[config.mk]
export PLATFORM = sky130hd
export DESIGN_NAME = adc_spike_blanker_peak_tracker
export DESIGN_NICKNAME = d
export VERILOG_FILES = /design/src/rtl/asbpt_pkg.sv /design/src/rtl/adc_spike_blanker_peak_tracker.sv /design/src/rtl/asbpt_cfg.sv /design/src/rtl/asbpt_ring.sv /design/src/rtl/asbpt_blank.sv /design/src/rtl/asbpt_peak.sv
export SDC_FILE = /design/constraint.sdc
export NUM_CORES = 2
export LEC_CHECK = 0
export BUFFER_PORTS_ARGS = -buffer_cell sky130_fd_sc_hd__buf_4
export CAP_MARGIN = 20
export CORE_MARGIN = 2
export CORE_UTILIZATION = 47
export CTS_CLUSTER_DIAMETER = 30
export CTS_CLUSTER_SIZE = 16
export DETAILED_ROUTE_END_ITERATION = 12
export PLACE_DENSITY = 0.65
export SLEW_MARGIN = 20
export SYNTH_ARGS = -nofsm -noshare
export SYNTH_HDL_FRONTEND = slang
export SYNTH_SLANG_ARGS = --single-unit
[constraint.sdc]
create_clock -name clk -period 22.2 [get_ports clk]
set_clock_uncertainty 0.15 [all_clocks]
set_input_delay 3.33 -clock clk [delete_from_list [all_inputs] [get_ports clk]]
set_output_delay 3.33 -clock clk [all_outputs]
set_load 0.1 [all_outputs]
[src/rtl/asbpt_pkg.sv]
// package for the adc spike blanker and peak tracker
// shared widths, register indexes, defaults and the configuration struct
// no dependencies
package asbpt_pkg;

    localparam int CODE_W      = 24;
    localparam int PEAK_W      = 23;
    localparam int NUM_CHAN    = 3;
    localparam int CFG_DATA_W  = 16;
    localparam int CFG_INDEX_W = 3;

    localparam int RING_DEPTH_DEF    = 64;
    localparam int CHANNEL_COUNT_DEF = 3;

    localparam logic [CFG_INDEX_W-1:0] REG_CHANNEL_MASK     = 3'd0;
    localparam logic [CFG_INDEX_W-1:0] REG_CAPTURE_ENABLE   = 3'd1;
    localparam logic [CFG_INDEX_W-1:0] REG_BLANK_ENABLE     = 3'd2;
    localparam logic [CFG_INDEX_W-1:0] REG_SPIKE_SHIFT      = 3'd3;
    localparam logic [CFG_INDEX_W-1:0] REG_BLANK_LENGTH     = 3'd4;
    localparam logic [CFG_INDEX_W-1:0] REG_PRE_TRIGGER_LEN  = 3'd5;
    localparam logic [CFG_INDEX_W-1:0] REG_PEAK_WINDOW      = 3'd6;
    localparam logic [CFG_INDEX_W-1:0] REG_PEAK_ATTENUATION = 3'd7;

    typedef struct packed {
        logic [2:0]  channel_mask;
        logic        capture_enable;
        logic        blank_enable;
        logic [3:0]  spike_shift;
        logic [15:0] blank_length;
        logic [5:0]  pre_trigger_length;
        logic [14:0] peak_window;
        logic [4:0]  peak_attenuation;
    } cfg_t;

    localparam cfg_t CFG_RESET = '{
        channel_mask:       3'd1,
        capture_enable:     1'b0,
        blank_enable:       1'b0,
        spike_shift:        4'd2,
        blank_length:       16'd0,
        pre_trigger_length: 6'd0,
        peak_window:        15'd1024,
        peak_attenuation:   5'd3
    };

endpackage

[src/rtl/adc_spike_blanker_peak_tracker.sv]
// top level of the adc spike blanker and peak tracker
// depends on asbpt_pkg, asbpt_cfg, asbpt_blank, asbpt_peak
//
// s_* is the frame input: one transaction carries three raw 24-bit codes.
// m_* is the result output: packed channels, slot count and tracked peak.
// cfg_* writes one register per transaction, index as listed in asbpt_pkg;
// cfg_ready is always high, writes are meant to happen while the block is idle.
// a frame is taken into an input register, processed combinationally against the
// blanking and peak state, and the result lands in an output register.
// throughput is one frame per cycle while the output is not stalled, set by the
// single read-modify-write of the delay memory whose read port prefetches the
// entry at the next ring head.
// frames are dropped with no result when capture is off, the mask selects no
// channel, or the first selected channel is blanked or held in the delay ring.
// when m_tready is low the result holds and one more frame may wait in the
// input register; s_tready then falls until the result is taken.
// reset clears all control state; the data registers and the delay memory are not
// cleared, only written entries are ever read.
module adc_spike_blanker_peak_tracker
    import asbpt_pkg::*;
#(
    parameter int RING_DEPTH    = RING_DEPTH_DEF,
    parameter int CHANNEL_COUNT = CHANNEL_COUNT_DEF
)
(
    input  logic                   clk,
    input  logic                   rst_n,
    input  logic                   s_tvalid,
    output logic                   s_tready,
    input  logic [71:0]            s_tdata,   // chan0_code, chan1_code, chan2_code
    output logic                   m_tvalid,
    input  logic                   m_tready,
    output logic [103:0]           m_tdata,   // slot_a, slot_b, slot_c, slot_count, peak_level
    input  logic                   cfg_valid,
    output logic                   cfg_ready,
    input  logic [CFG_INDEX_W-1:0] cfg_index,
    input  logic [CFG_DATA_W-1:0]  cfg_data
);

    localparam logic [NUM_CHAN-1:0] CHAN_EN = NUM_CHAN'((1 << CHANNEL_COUNT) - 1);

    cfg_t cfg;

    logic              in_valid_reg;
    logic [71:0]       in_data_reg;
    logic              out_valid_reg;
    logic [103:0]      out_data_reg;

    logic              out_free;
    logic              advance;
    logic              proc;
    logic              blank_step;
    logic              emit;
    logic [NUM_CHAN-1:0] mask;
    logic [NUM_CHAN-1:0][CODE_W-1:0] slot;
    logic [1:0]        cnt;
    logic              release_ok;
    logic signed [CODE_W-1:0] release_sample;
    logic signed [CODE_W-1:0] slot_a;
    logic [PEAK_W-1:0] peak;
    logic [PEAK_W-1:0] peak_next;

    asbpt_cfg u_cfg (
        .clk       (clk),
        .rst_n     (rst_n),
        .cfg_valid (cfg_valid),
        .cfg_ready (cfg_ready),
        .cfg_index (cfg_index),
        .cfg_data  (cfg_data),
        .cfg       (cfg)
    );

    assign out_free = !out_valid_reg || m_tready;
    assign advance  = in_valid_reg && out_free;
    assign s_tready = !in_valid_reg || out_free;
    assign mask     = cfg.channel_mask & CHAN_EN;

    // pack selected channels in ascending order
    always_comb
    begin
        slot = '0;
        cnt  = 2'd0;
        for (int i = 0; i < NUM_CHAN; i++)
        begin
            if (mask[i])
            begin
                slot[cnt] = in_data_reg[i*CODE_W +: CODE_W];
                cnt       = cnt + 1'b1;
            end
        end
    end

    assign proc       = advance && cfg.capture_enable && (cnt != 2'd0);
    assign blank_step = proc && cfg.blank_enable;
    assign emit       = proc && (!cfg.blank_enable || release_ok);
    assign slot_a     = cfg.blank_enable ? release_sample : $signed(slot[0]);

    asbpt_blank #(
        .RING_DEPTH (RING_DEPTH)
    ) u_blank (
        .clk            (clk),
        .rst_n          (rst_n),
        .cfg            (cfg),
        .step           (blank_step),
        .sample         ($signed(slot[0])),
        .running_peak   (peak),
        .release_ok     (release_ok),
        .release_sample (release_sample)
    );

    asbpt_peak u_peak (
        .clk       (clk),
        .rst_n     (rst_n),
        .cfg       (cfg),
        .step      (emit),
        .sample    (slot_a),
        .peak      (peak),
        .peak_next (peak_next)
    );

    always_ff @(posedge clk or negedge rst_n)
    begin
        if (!rst_n)
        begin
            in_valid_reg  <= 1'b0;
            out_valid_reg <= 1'b0;
        end
        else
        begin
            if (s_tvalid && s_tready)
            begin
                in_valid_reg <= 1'b1;
            end
            else if (advance)
            begin
                in_valid_reg <= 1'b0;
            end
            if (emit)
            begin
                out_valid_reg <= 1'b1;
            end
            else if (m_tready)
            begin
                out_valid_reg <= 1'b0;
            end
        end
    end

    always_ff @(posedge clk)
    begin
        if (s_tvalid && s_tready)
        begin
            in_data_reg <= s_tdata;
        end
        if (emit)
        begin
            out_data_reg <= {7'd0, peak_next, cnt, slot[2], slot[1], slot_a};
        end
    end

    assign m_tvalid = out_valid_reg;
    assign m_tdata  = out_data_reg;

endmodule

[src/rtl/asbpt_cfg.sv]
// configuration register file
// depends on asbpt_pkg
module asbpt_cfg
    import asbpt_pkg::*;
(
    input  logic                   clk,
    input  logic                   rst_n,
    input  logic                   cfg_valid,
    output logic                   cfg_ready,
    input  logic [CFG_INDEX_W-1:0] cfg_index,
    input  logic [CFG_DATA_W-1:0]  cfg_data,
    output cfg_t                   cfg
);

    cfg_t cfg_reg;

    assign cfg_ready = 1'b1;
    assign cfg = cfg_reg;

    always_ff @(posedge clk or negedge rst_n)
    begin
        if (!rst_n)
        begin
            cfg_reg <= CFG_RESET;
        end
        else if (cfg_valid && cfg_ready)
        begin
            unique case (cfg_index)
                REG_CHANNEL_MASK:     cfg_reg.channel_mask       <= cfg_data[2:0];
                REG_CAPTURE_ENABLE:   cfg_reg.capture_enable     <= cfg_data[0];
                REG_BLANK_ENABLE:     cfg_reg.blank_enable       <= cfg_data[0];
                REG_SPIKE_SHIFT:      cfg_reg.spike_shift        <= cfg_data[3:0];
                REG_BLANK_LENGTH:     cfg_reg.blank_length       <= cfg_data[15:0];
                REG_PRE_TRIGGER_LEN:  cfg_reg.pre_trigger_length <= cfg_data[5:0];
                REG_PEAK_WINDOW:      cfg_reg.peak_window        <= cfg_data[14:0];
                REG_PEAK_ATTENUATION: cfg_reg.peak_attenuation   <= cfg_data[4:0];
                default:              cfg_reg                    <= cfg_reg;
            endcase
        end
    end

endmodule

[src/rtl/asbpt_ring.sv]
// pre-trigger delay memory, one write port and one prefetching read port
// read data is registered, a same-cycle write to the read address is bypassed
// depends on asbpt_pkg
module asbpt_ring
    import asbpt_pkg::*;
#(
    parameter int DEPTH = RING_DEPTH_DEF,
    parameter int AW    = $clog2(DEPTH)
)
(
    input  logic              clk,
    input  logic              rst_n,
    input  logic              wr_en,
    input  logic [AW-1:0]     wr_addr,
    input  logic [CODE_W-1:0] wr_data,
    input  logic [AW-1:0]     rd_addr,
    output logic [CODE_W-1:0] rd_data
);

    logic [CODE_W-1:0] mem [DEPTH];
    logic [CODE_W-1:0] rd_data_reg;
    logic [CODE_W-1:0] byp_data_reg;
    logic              byp_reg;

    always_ff @(posedge clk)
    begin
        if (wr_en)
        begin
            mem[wr_addr] <= wr_data;
        end
        rd_data_reg  <= mem[rd_addr];
        byp_data_reg <= wr_data;
    end

    always_ff @(posedge clk or negedge rst_n)
    begin
        if (!rst_n)
        begin
            byp_reg <= 1'b0;
        end
        else
        begin
            byp_reg <= wr_en && (wr_addr == rd_addr);
        end
    end

    assign rd_data = byp_reg ? byp_data_reg : rd_data_reg;

endmodule

[src/rtl/asbpt_blank.sv]
// spike detection, hold-off counter and pre-trigger delay control
// depends on asbpt_pkg and asbpt_ring
module asbpt_blank
    import asbpt_pkg::*;
#(
    parameter int RING_DEPTH = RING_DEPTH_DEF
)
(
    input  logic                     clk,
    input  logic                     rst_n,
    input  cfg_t                     cfg,
    input  logic                     step,
    input  logic signed [CODE_W-1:0] sample,
    input  logic [PEAK_W-1:0]        running_peak,
    output logic                     release_ok,
    output logic signed [CODE_W-1:0] release_sample
);

    localparam int AW = $clog2(RING_DEPTH);
    localparam int FW = $clog2(RING_DEPTH + 1);
    localparam int CW = (FW > 6) ? FW : 6;
    localparam int TW = PEAK_W + 15;

    logic [AW-1:0]  head_reg, head_next;
    logic [FW-1:0]  fill_reg, fill_next;
    logic [15:0]    holdoff_reg, holdoff_next;

    logic [CW-1:0]  pre_ext;
    logic [FW-1:0]  pre_sat;
    logic [FW:0]    need;
    logic [TW-1:0]  threshold;
    logic           spike;
    logic [AW:0]    fill_sum;
    logic [AW-1:0]  fill_addr;
    logic [AW-1:0]  head_inc;
    logic           wr_en;
    logic [AW-1:0]  wr_addr;
    logic [CODE_W-1:0] rd_data;

    assign pre_ext   = CW'(cfg.pre_trigger_length);
    assign pre_sat   = (pre_ext > CW'(RING_DEPTH)) ? FW'(RING_DEPTH) : FW'(pre_ext);
    assign need      = (FW+1)'(pre_sat) + 1'b1;
    assign threshold = TW'(running_peak) << cfg.spike_shift;
    assign spike     = !sample[CODE_W-1] && (TW'(sample[CODE_W-2:0]) > threshold);
    assign fill_sum  = (AW+1)'(head_reg) + (AW+1)'(fill_reg);
    assign fill_addr = (fill_sum >= (AW+1)'(RING_DEPTH))
                       ? AW'(fill_sum - (AW+1)'(RING_DEPTH)) : AW'(fill_sum);
    assign head_inc  = (head_reg == AW'(RING_DEPTH - 1)) ? '0 : head_reg + 1'b1;

    always_comb
    begin
        head_next      = head_reg;
        fill_next      = fill_reg;
        holdoff_next   = holdoff_reg;
        wr_en          = 1'b0;
        wr_addr        = head_reg;
        release_ok     = 1'b0;
        release_sample = sample;
        if (step)
        begin
            if (holdoff_reg != 16'd0)
            begin
                holdoff_next = holdoff_reg - 1'b1;
            end
            else if (spike)
            begin
                holdoff_next = ({1'b0, cfg.blank_length} > 17'(need))
                               ? 16'(17'(cfg.blank_length) - 17'(need)) : 16'd0;
                fill_next    = '0;
            end
            else if (fill_reg < pre_sat)
            begin
                wr_en     = 1'b1;
                wr_addr   = fill_addr;
                fill_next = fill_reg + 1'b1;
            end
            else if (fill_reg == '0)
            begin
                release_ok = 1'b1;
            end
            else
            begin
                release_ok     = 1'b1;
                release_sample = rd_data;
                wr_en          = 1'b1;
                wr_addr        = head_reg;
                head_next      = head_inc;
            end
        end
    end

    always_ff @(posedge clk or negedge rst_n)
    begin
        if (!rst_n)
        begin
            head_reg    <= '0;
            fill_reg    <= '0;
            holdoff_reg <= '0;
        end
        else
        begin
            head_reg    <= head_next;
            fill_reg    <= fill_next;
            holdoff_reg <= holdoff_next;
        end
    end

    asbpt_ring #(
        .DEPTH (RING_DEPTH),
        .AW    (AW)
    ) u_ring (
        .clk     (clk),
        .rst_n   (rst_n),
        .wr_en   (wr_en),
        .wr_addr (wr_addr),
        .wr_data (sample),
        .rd_addr (head_next),
        .rd_data (rd_data)
    );

    a_fill_bound: assert property (@(posedge clk) disable iff (!rst_n)
        fill_reg <= FW'(RING_DEPTH))
        else $error("ring fill above depth");

    a_holdoff_blocks: assert property (@(posedge clk) disable iff (!rst_n)
        step && (holdoff_reg != 16'd0) |-> !release_ok)
        else $error("sample released during hold-off");

    a_spike_empties: assert property (@(posedge clk) disable iff (!rst_n)
        step && (holdoff_reg == 16'd0) && spike |=> (fill_reg == '0))
        else $error("ring not emptied after spike");

endmodule

[src/rtl/asbpt_peak.sv]
// windowed maximum and attenuated running peak
// depends on asbpt_pkg
module asbpt_peak
    import asbpt_pkg::*;
(
    input  logic                     clk,
    input  logic                     rst_n,
    input  cfg_t                     cfg,
    input  logic                     step,
    input  logic signed [CODE_W-1:0] sample,
    output logic [PEAK_W-1:0]        peak,
    output logic [PEAK_W-1:0]        peak_next
);

    logic [PEAK_W-1:0] wmax_reg, wmax_next;
    logic [14:0]       wcount_reg, wcount_next;
    logic              seeded_reg, seeded_next;
    logic [PEAK_W-1:0] peak_reg;
    logic [PEAK_W-1:0] blend;

    assign blend = peak_reg - (peak_reg >> cfg.peak_attenuation)
                 + (wmax_reg >> cfg.peak_attenuation);

    always_comb
    begin
        wmax_next   = wmax_reg;
        wcount_next = wcount_reg;
        seeded_next = seeded_reg;
        peak_next   = peak_reg;
        if (step)
        begin
            if (wcount_reg < cfg.peak_window)
            begin
                if (!sample[CODE_W-1] && (sample[PEAK_W-1:0] > wmax_reg))
                begin
                    wmax_next = sample[PEAK_W-1:0];
                end
                wcount_next = wcount_reg + 1'b1;
            end
            else
            begin
                seeded_next = 1'b1;
                peak_next   = seeded_reg ? blend : wmax_reg;
                wmax_next   = '0;
                wcount_next = '0;
            end
        end
    end

    always_ff @(posedge clk or negedge rst_n)
    begin
        if (!rst_n)
        begin
            wmax_reg   <= '0;
            wcount_reg <= '0;
            seeded_reg <= 1'b0;
            peak_reg   <= '0;
        end
        else
        begin
            wmax_reg   <= wmax_next;
            wcount_reg <= wcount_next;
            seeded_reg <= seeded_next;
            peak_reg   <= peak_next;
        end
    end

    assign peak = peak_reg;

endmodule

---- After elaboration in Yosys (flattened, before gate mapping) ----
Memories as Yosys holds them, arrays and structs flattened. A register that Yosys moved wholly into a read port is not among the register bits.
Cells that the tools add are included.
cells by class
  add/sub/neg operators ................... 12
  $mul .................................... 0
  div/mod/pow operators ................... 0
  magnitude comparators ................... 11
  eq/ne operators ......................... 10
  shift operators ......................... 3
  multiplexer cells ....................... 57
  bitwise logic cells ..................... 2
  reduce and logical (&&, ||, !) cells .... 39
operator list
  operator                                             count
  2-to-1 mux 24 bit                                    10
  bitwise mux 72 bit                                   2
  2-to-1 mux 72 bit                                    2
  2-to-1 mux 23 bit                                    5
  demux 24 bit (select 2 bit)                          2
  2-to-1 mux 6 bit                                     11
  2-to-1 mux 16 bit                                    3
  >> shifter 23 x 5 -> 23 bit                          2
  > comparator 23 x 38 -> 1 bit                        1
  << shifter 23 x 4 -> 38 bit                          1
  adder 23 bit                                         1
  > comparator 23 bit                                  1
  subtractor 23 bit                                    1
  AND reduction 2 bit                                  11
  2-to-1 mux 7 bit                                     3
  > comparator 16 x 8 -> 1 bit                         1
  2-to-1 mux 1 bit                                     16
  nonzero test 16 bit                                  1
  subtractor 16 x 1 -> 16 bit (second input constant)  1
  subtractor 16 x 8 -> 16 bit                          1
  adder 15 x 1 -> 15 bit (second input constant)       1
  < comparator 15 bit                                  1
  2-to-1 mux 15 bit                                    1
  equality test 3 bit (second input constant)          4
  other kinds (25)                                     51
storage, ports and cells
  register bits after elaboration ......... 338
  latch bits .............................. 0
  bits in writable memories ............... 1536
  memory bits (read-only) ................. 0
  bits of input ports ..................... 96
  output and inout port bits .............. 107
  logic and storage cells ................. 156
  memories ................................ 1
memories
  name                depth  bits a word  rd ports  clocked after memory_dff  write ports  RTL line          source
  u_blank.u_ring.mem  64     24           1         1                         1            asbpt_ring.sv:20  logic [CODE_W-1:0] mem [DEPTH];

---- Longest topological paths before layout ----
  depth in word-level cells ............... 19
  depth in mapped cells ................... 34
  mapped depth without buffers ............ 29

---- Cells and area by module ----
From an unflattened synthesis, not the netlist that was laid out.
unflattened totals
  cells, all modules ...................... 4651
  area, all modules ....................... 81101.5 µm²
by module, submodules not included
  module                          times used  cells an instance  area each (µm²)  sequential area each (µm²)
  asbpt_ring                      1           2610               59945.0          47110.2
  asbpt_peak                      1           940                7662.3           1551.5
  adc_spike_blanker_peak_tracker  1           401                6646.4           5124.9
  asbpt_blank                     1           581                4789.6           725.7
  asbpt_cfg                       1           119                2058.2           1282.5

---- Worst setup path after synthesis ----
OpenSTA, ideal clock, no wires.
  path kind ............................... register -> register
  from .................................... reg u_cfg.cfg_reg, in the netlist u_cfg.cfg[48]
  to ...................................... reg u_peak.wmax_reg[10]
  setup time .............................. 0.131 ns
  data arrival time ....................... 8.301 ns
  required time ........................... 21.919 ns
  path slack .............................. 13.618 ns
  cell stages (with the launch flop) ...... 33
  buffers on the path ..................... 7
  period minus slack after synthesis ...... 8.582 ns
  cell sequence ........................... dfstp_2 -> clkbuf_1 -> inv_1 -> ha_1 -> nand2_1 -> clkbuf_1 -> buf_1 -> nor2_1 -> a21oi_1 -> ha_1 -> a21oi_1 -> a21boi_0 -> o311ai_0 -> nand3b_1 -> o211a_4 -> nor3_2 -> buf_6 -> clkbuf_1 -> clkbuf_1 -> a21oi_1 -> ha_1 -> a21o_1 -> a21o_1 -> a21o_1 -> a21o_1 -> a21o_1 -> a21o_1 -> a211oi_1 -> nor2_1 -> o211ai_1 -> a21oi_1 -> buf_2 -> mux2i_1
RTL lines
  item                      RTL line          source
  start: declaration        asbpt_cfg.sv:15   cfg_t cfg_reg;
  start signal: assignment  asbpt_cfg.sv:37   default: cfg_reg <= cfg_reg;
  end signal: assignment    asbpt_peak.sv:61  wmax_reg <= wmax_next;
  end: declaration          asbpt_peak.sv:15  logic [PEAK_W-1:0] wmax_reg, wmax_next;

==> results_dict.tcl <==
set metrics [dict create \
    wl_met2_um 106000 \
    r2r-start "u_cfg.cfg[48]" \
    finalWeightedCongestion 0.918 \
    worst_path_most_repeated_cell "buf_4" \
    critPathMaxFanout 96 \
    tns_ns 0 \
    overflow 0 \
    rr_worst_depth 20 \
    grt_pass1_wl_um 318000 \
    hp-start "u_blank.holdoff_reg[8]" \
    die_w_um 415 \
    ir_drop_uv 88.0 \
    boundaryPins 203 \
    status "completed" \
    path_cells "inv_1 -> ha_1 -> nand2_4 -> nor2_1 -> a21oi_4 -> buf_4 -> ha_1 -> nand4_1 -> nor4_1 -> a31o_2 -> a2111oi_4 -> o211a_4 -> nor3_4 -> mux2_8 -> buf_4 -> buf_4 -> mux4_2 -> a22oi_1 -> nand4_1 -> or2_1" \
    final_cell_mix "edfxtp_1, clkbuf_16, mux4_2" \
    p_switching_uw 3310 \
    ys_async_sr_fraction_pct 7.64 \
    yosys_register_bits 1898 \
    synth-edff-count 1705 \
    holdCritPathClass "reg2reg" \
    synth.yosys.seq_area_share_pct 70.3 \
    mostFrequentLayoutCell "edfxtp_1" \
    setup_viol 0 \
    pre_cts_slack_ns 12.47 \
    numCtsBuffers 366 \
    worst_pin_slew_ns 1.16 \
    clk_latency_ns 0.94 \
    dp_hpwl_um 126000 \
    grt_max_degree 101 \
    p_leak_uw 0.0338 \
    syn_area_um2 79400 \
    coreArea_um2 167000 \
    syn_to_final_growth_pct 21.4 \
    slew_headroom_pct 22.7 \
    fmax_ghz 0.104 \
    vias 45700 \
    wl_um 222000 \
    cts_tree "built" \
    largest_reg_flops 1536 \
    io_buffers 194 \
    post_cts_buffers 0 \
    drt_iter0_drc 5357 \
    p_per_area_nw_per_um2 124 \
    p_comb_share_pct 16.7 \
    max_stage_delay_ns 0.92 \
    path_class "reg2reg" \
    clock-root-buffer "clkbuf_16" \
    path_clk_slew_ns 0.05 \
    r2r-end "u_blank.u_ring.rd_data_reg[8]" \
    r2r_setup_slack_ns 12.59 \
    clkPwrFrac_pct 46.2 \
    fin_ws_ns 12.59 \
    start_util_pct 47.4 \
    antenna_found_initial 8 \
    whs_path_depth 1 \
    drive_above_1_share_pct 28.5 \
    min_period_ns 9.61 \
    nNetsFinal 5185 \
    finalPower_uw 11900 \
    drc_errors 0 \
    avgSynthCellArea_um2 17.7 \
    netlist_instances 4498 \
    worstPathRequired_ns 22.84 \
    arrival_ns 10.24 \
    cts_resized 0 \
    clockBufferDepth 4 \
    drv_slew 0 \
    swShare_pct 27.8 \
    grt_usage_pct 25.5 \
    fin_crit_sh_pct 43.3 \
    start_kind "flop" \
    hold_end "u_blank.holdoff_reg[8]" \
    fp-row-count 150 \
    cts.sink_count 1898 \
    max_cap_violations 0 \
    final_antenna_net_count 0 \
    fill_cells 12328 \
    final_hold_viol_count 0 \
    p_int_uw 8620 \
    crit_slowest_cell "dfstp_2" \
    cts_hold_buf 0 \
    synth_cell_type_count 78 \
    wl_met1_um 86700 \
    die_y_um 415 \
    h-tree-depth 5 \
    first_global_vias 45192 \
    maxUsedRoutingLayer "met4" \
    dieArea_um2 172000 \
    wl_met3_um 19500 \
    ys.warnings.count 0 \
    p_seq_share_pct 37.1 \
    critPathCaptureType "flop" \
    dr.pass1.iters 6 \
    synth-main-ff-cell "edfxtp_1" \
    wl_per_cell_um 29.7 \
    via_per_inst 6.13 \
    rsz0062_at_grt "no" \
]
==> cell usage after synthesis, types with 13 or more instances <==
library cell  instances  area (µm²)
xor2_1               18         158
buf_6                28         315
a211oi_1             18         135
a31oi_1              14        87.6
o21a_1               14         105
a21oi_1             149         746
dfxtp_1              48         961
buf_2                65         325
mux4_2              374        8420
o22ai_1              14        87.6
fa_1                 24         480
xnor2_1              41         359
mux2i_1             123        1230
nor2_1              240         901
nor3_1               27         135
or2_1                24         150
nand2_1             189         709
dfrtp_1             140        3500
a22oi_1             216        1620
buf_1                19        71.3
or2_2                13        81.3
and3_1               35         219
nor2b_1              17         106
edfxtp_1           1705       51200
nand4_1              63         394
mux4_1               37         972
ha_1                110        1380
nand3_1              34         170
o21ai_0             109         546
clkbuf_1            126         473
nand2b_1             26         163
inv_1               147         552
or3_1                18         113
mux2_2               66         743
a22o_1               35         307
and2_1               13        81.3
a21o_1               25         188
==> kinds of logic (layout without fill, tap and decap cells) <==
kind of cell	count (synthesis)	count (layout)	share of synthesized area, %
flip-flops	1898	1898	70.3
AND/OR/NAND/NOR	733	733	4.39
AO/OA/AOI/OAI	670	670	5.68
multiplexers	602	602	14.4
buffers and inverters	400	1142	2.31
adder cells (fa/ha/maj)	134	134	2.34
XOR/XNOR	59	59	0.651
other	2	14	0.00946
==> how the worst max path moves through the flow <==
stage,startpoint,to,cells past startpoint
global placement,m_tready,u_blank.u_ring.rd_data_reg[19],13
CTS,u_cfg.cfg[48],u_blank.u_ring.rd_data_reg[8],20
finish,u_cfg.cfg[48],u_blank.u_ring.rd_data_reg[8],20
floorplan,u_cfg.cfg[48],u_peak.wmax_reg[10],32
global route,u_cfg.cfg[48],u_blank.u_ring.rd_data_reg[0],21
detailed placement,m_tready,u_blank.u_ring.rd_data_reg[8],13
==> critical path: cells and delay by family (launching register included) <==
| family | cells | cell delay (ns) |
|---|---|---|
| AOI/OAI and AO/OA | 5 | 1.01 |
| adders and majority gates | 2 | 0.58 |
| buffers and inverters | 4 | 2.37 |
| DFF | 1 | 0.92 |
| muxes | 2 | 1.23 |
| and+or+nand+nor | 7 | 2.81 |
==> per-layer routing <==
layer	track usage, %	vias to the layer above
li1	-	19100
met2	40.8	2398
met1	34.5	23761
met3	4.98	441
met4	10.6	0
met5	0	-
==> per-stage QoR <==
stage / instances / hold WS (ns) / area (µm²) / utilization [%]
floorplan: 4504 / 0.308 / 79400 / -
global placement: 6790 / 0.328 / 84000 / 50.2
detailed placement: 6791 / 0.339 / 84000 / 50.2
CTS: 7450 / 0.350 / 96400 / 57.6
global route: 7451 / 0.369 / 96400 / 57.6
finish: 7456 / 0.343 / 96400 / 57.6
==> power by group through the flow <==
stage	clock (µW)	sequential, µW	combinational [µW]
6_report	5520	4420	1990
5_1_grt	5740	4430	2170
4_1_cts	5570	4420	1970
3_5_place_dp	0	4480	1960
3_3_place_gp	0	4480	1920
2_1_floorplan	0	4550	1260
==> area by class of cell <==
type	count	area, µm²	area share [%]
Clock buffer	419	9610	9.97
Inverter	151	569	0.590
Multi-Input combinational cell	2206	22400	23.2
Antenna cell	6	15.0	0.0156
Sequential cell	1898	55800	57.9
Timing Repair Buffer	332	2510	2.60
Clock inverter	240	2760	2.86
Tap cell	2204	2760	2.86
Power figures use the tool's default switching activity.
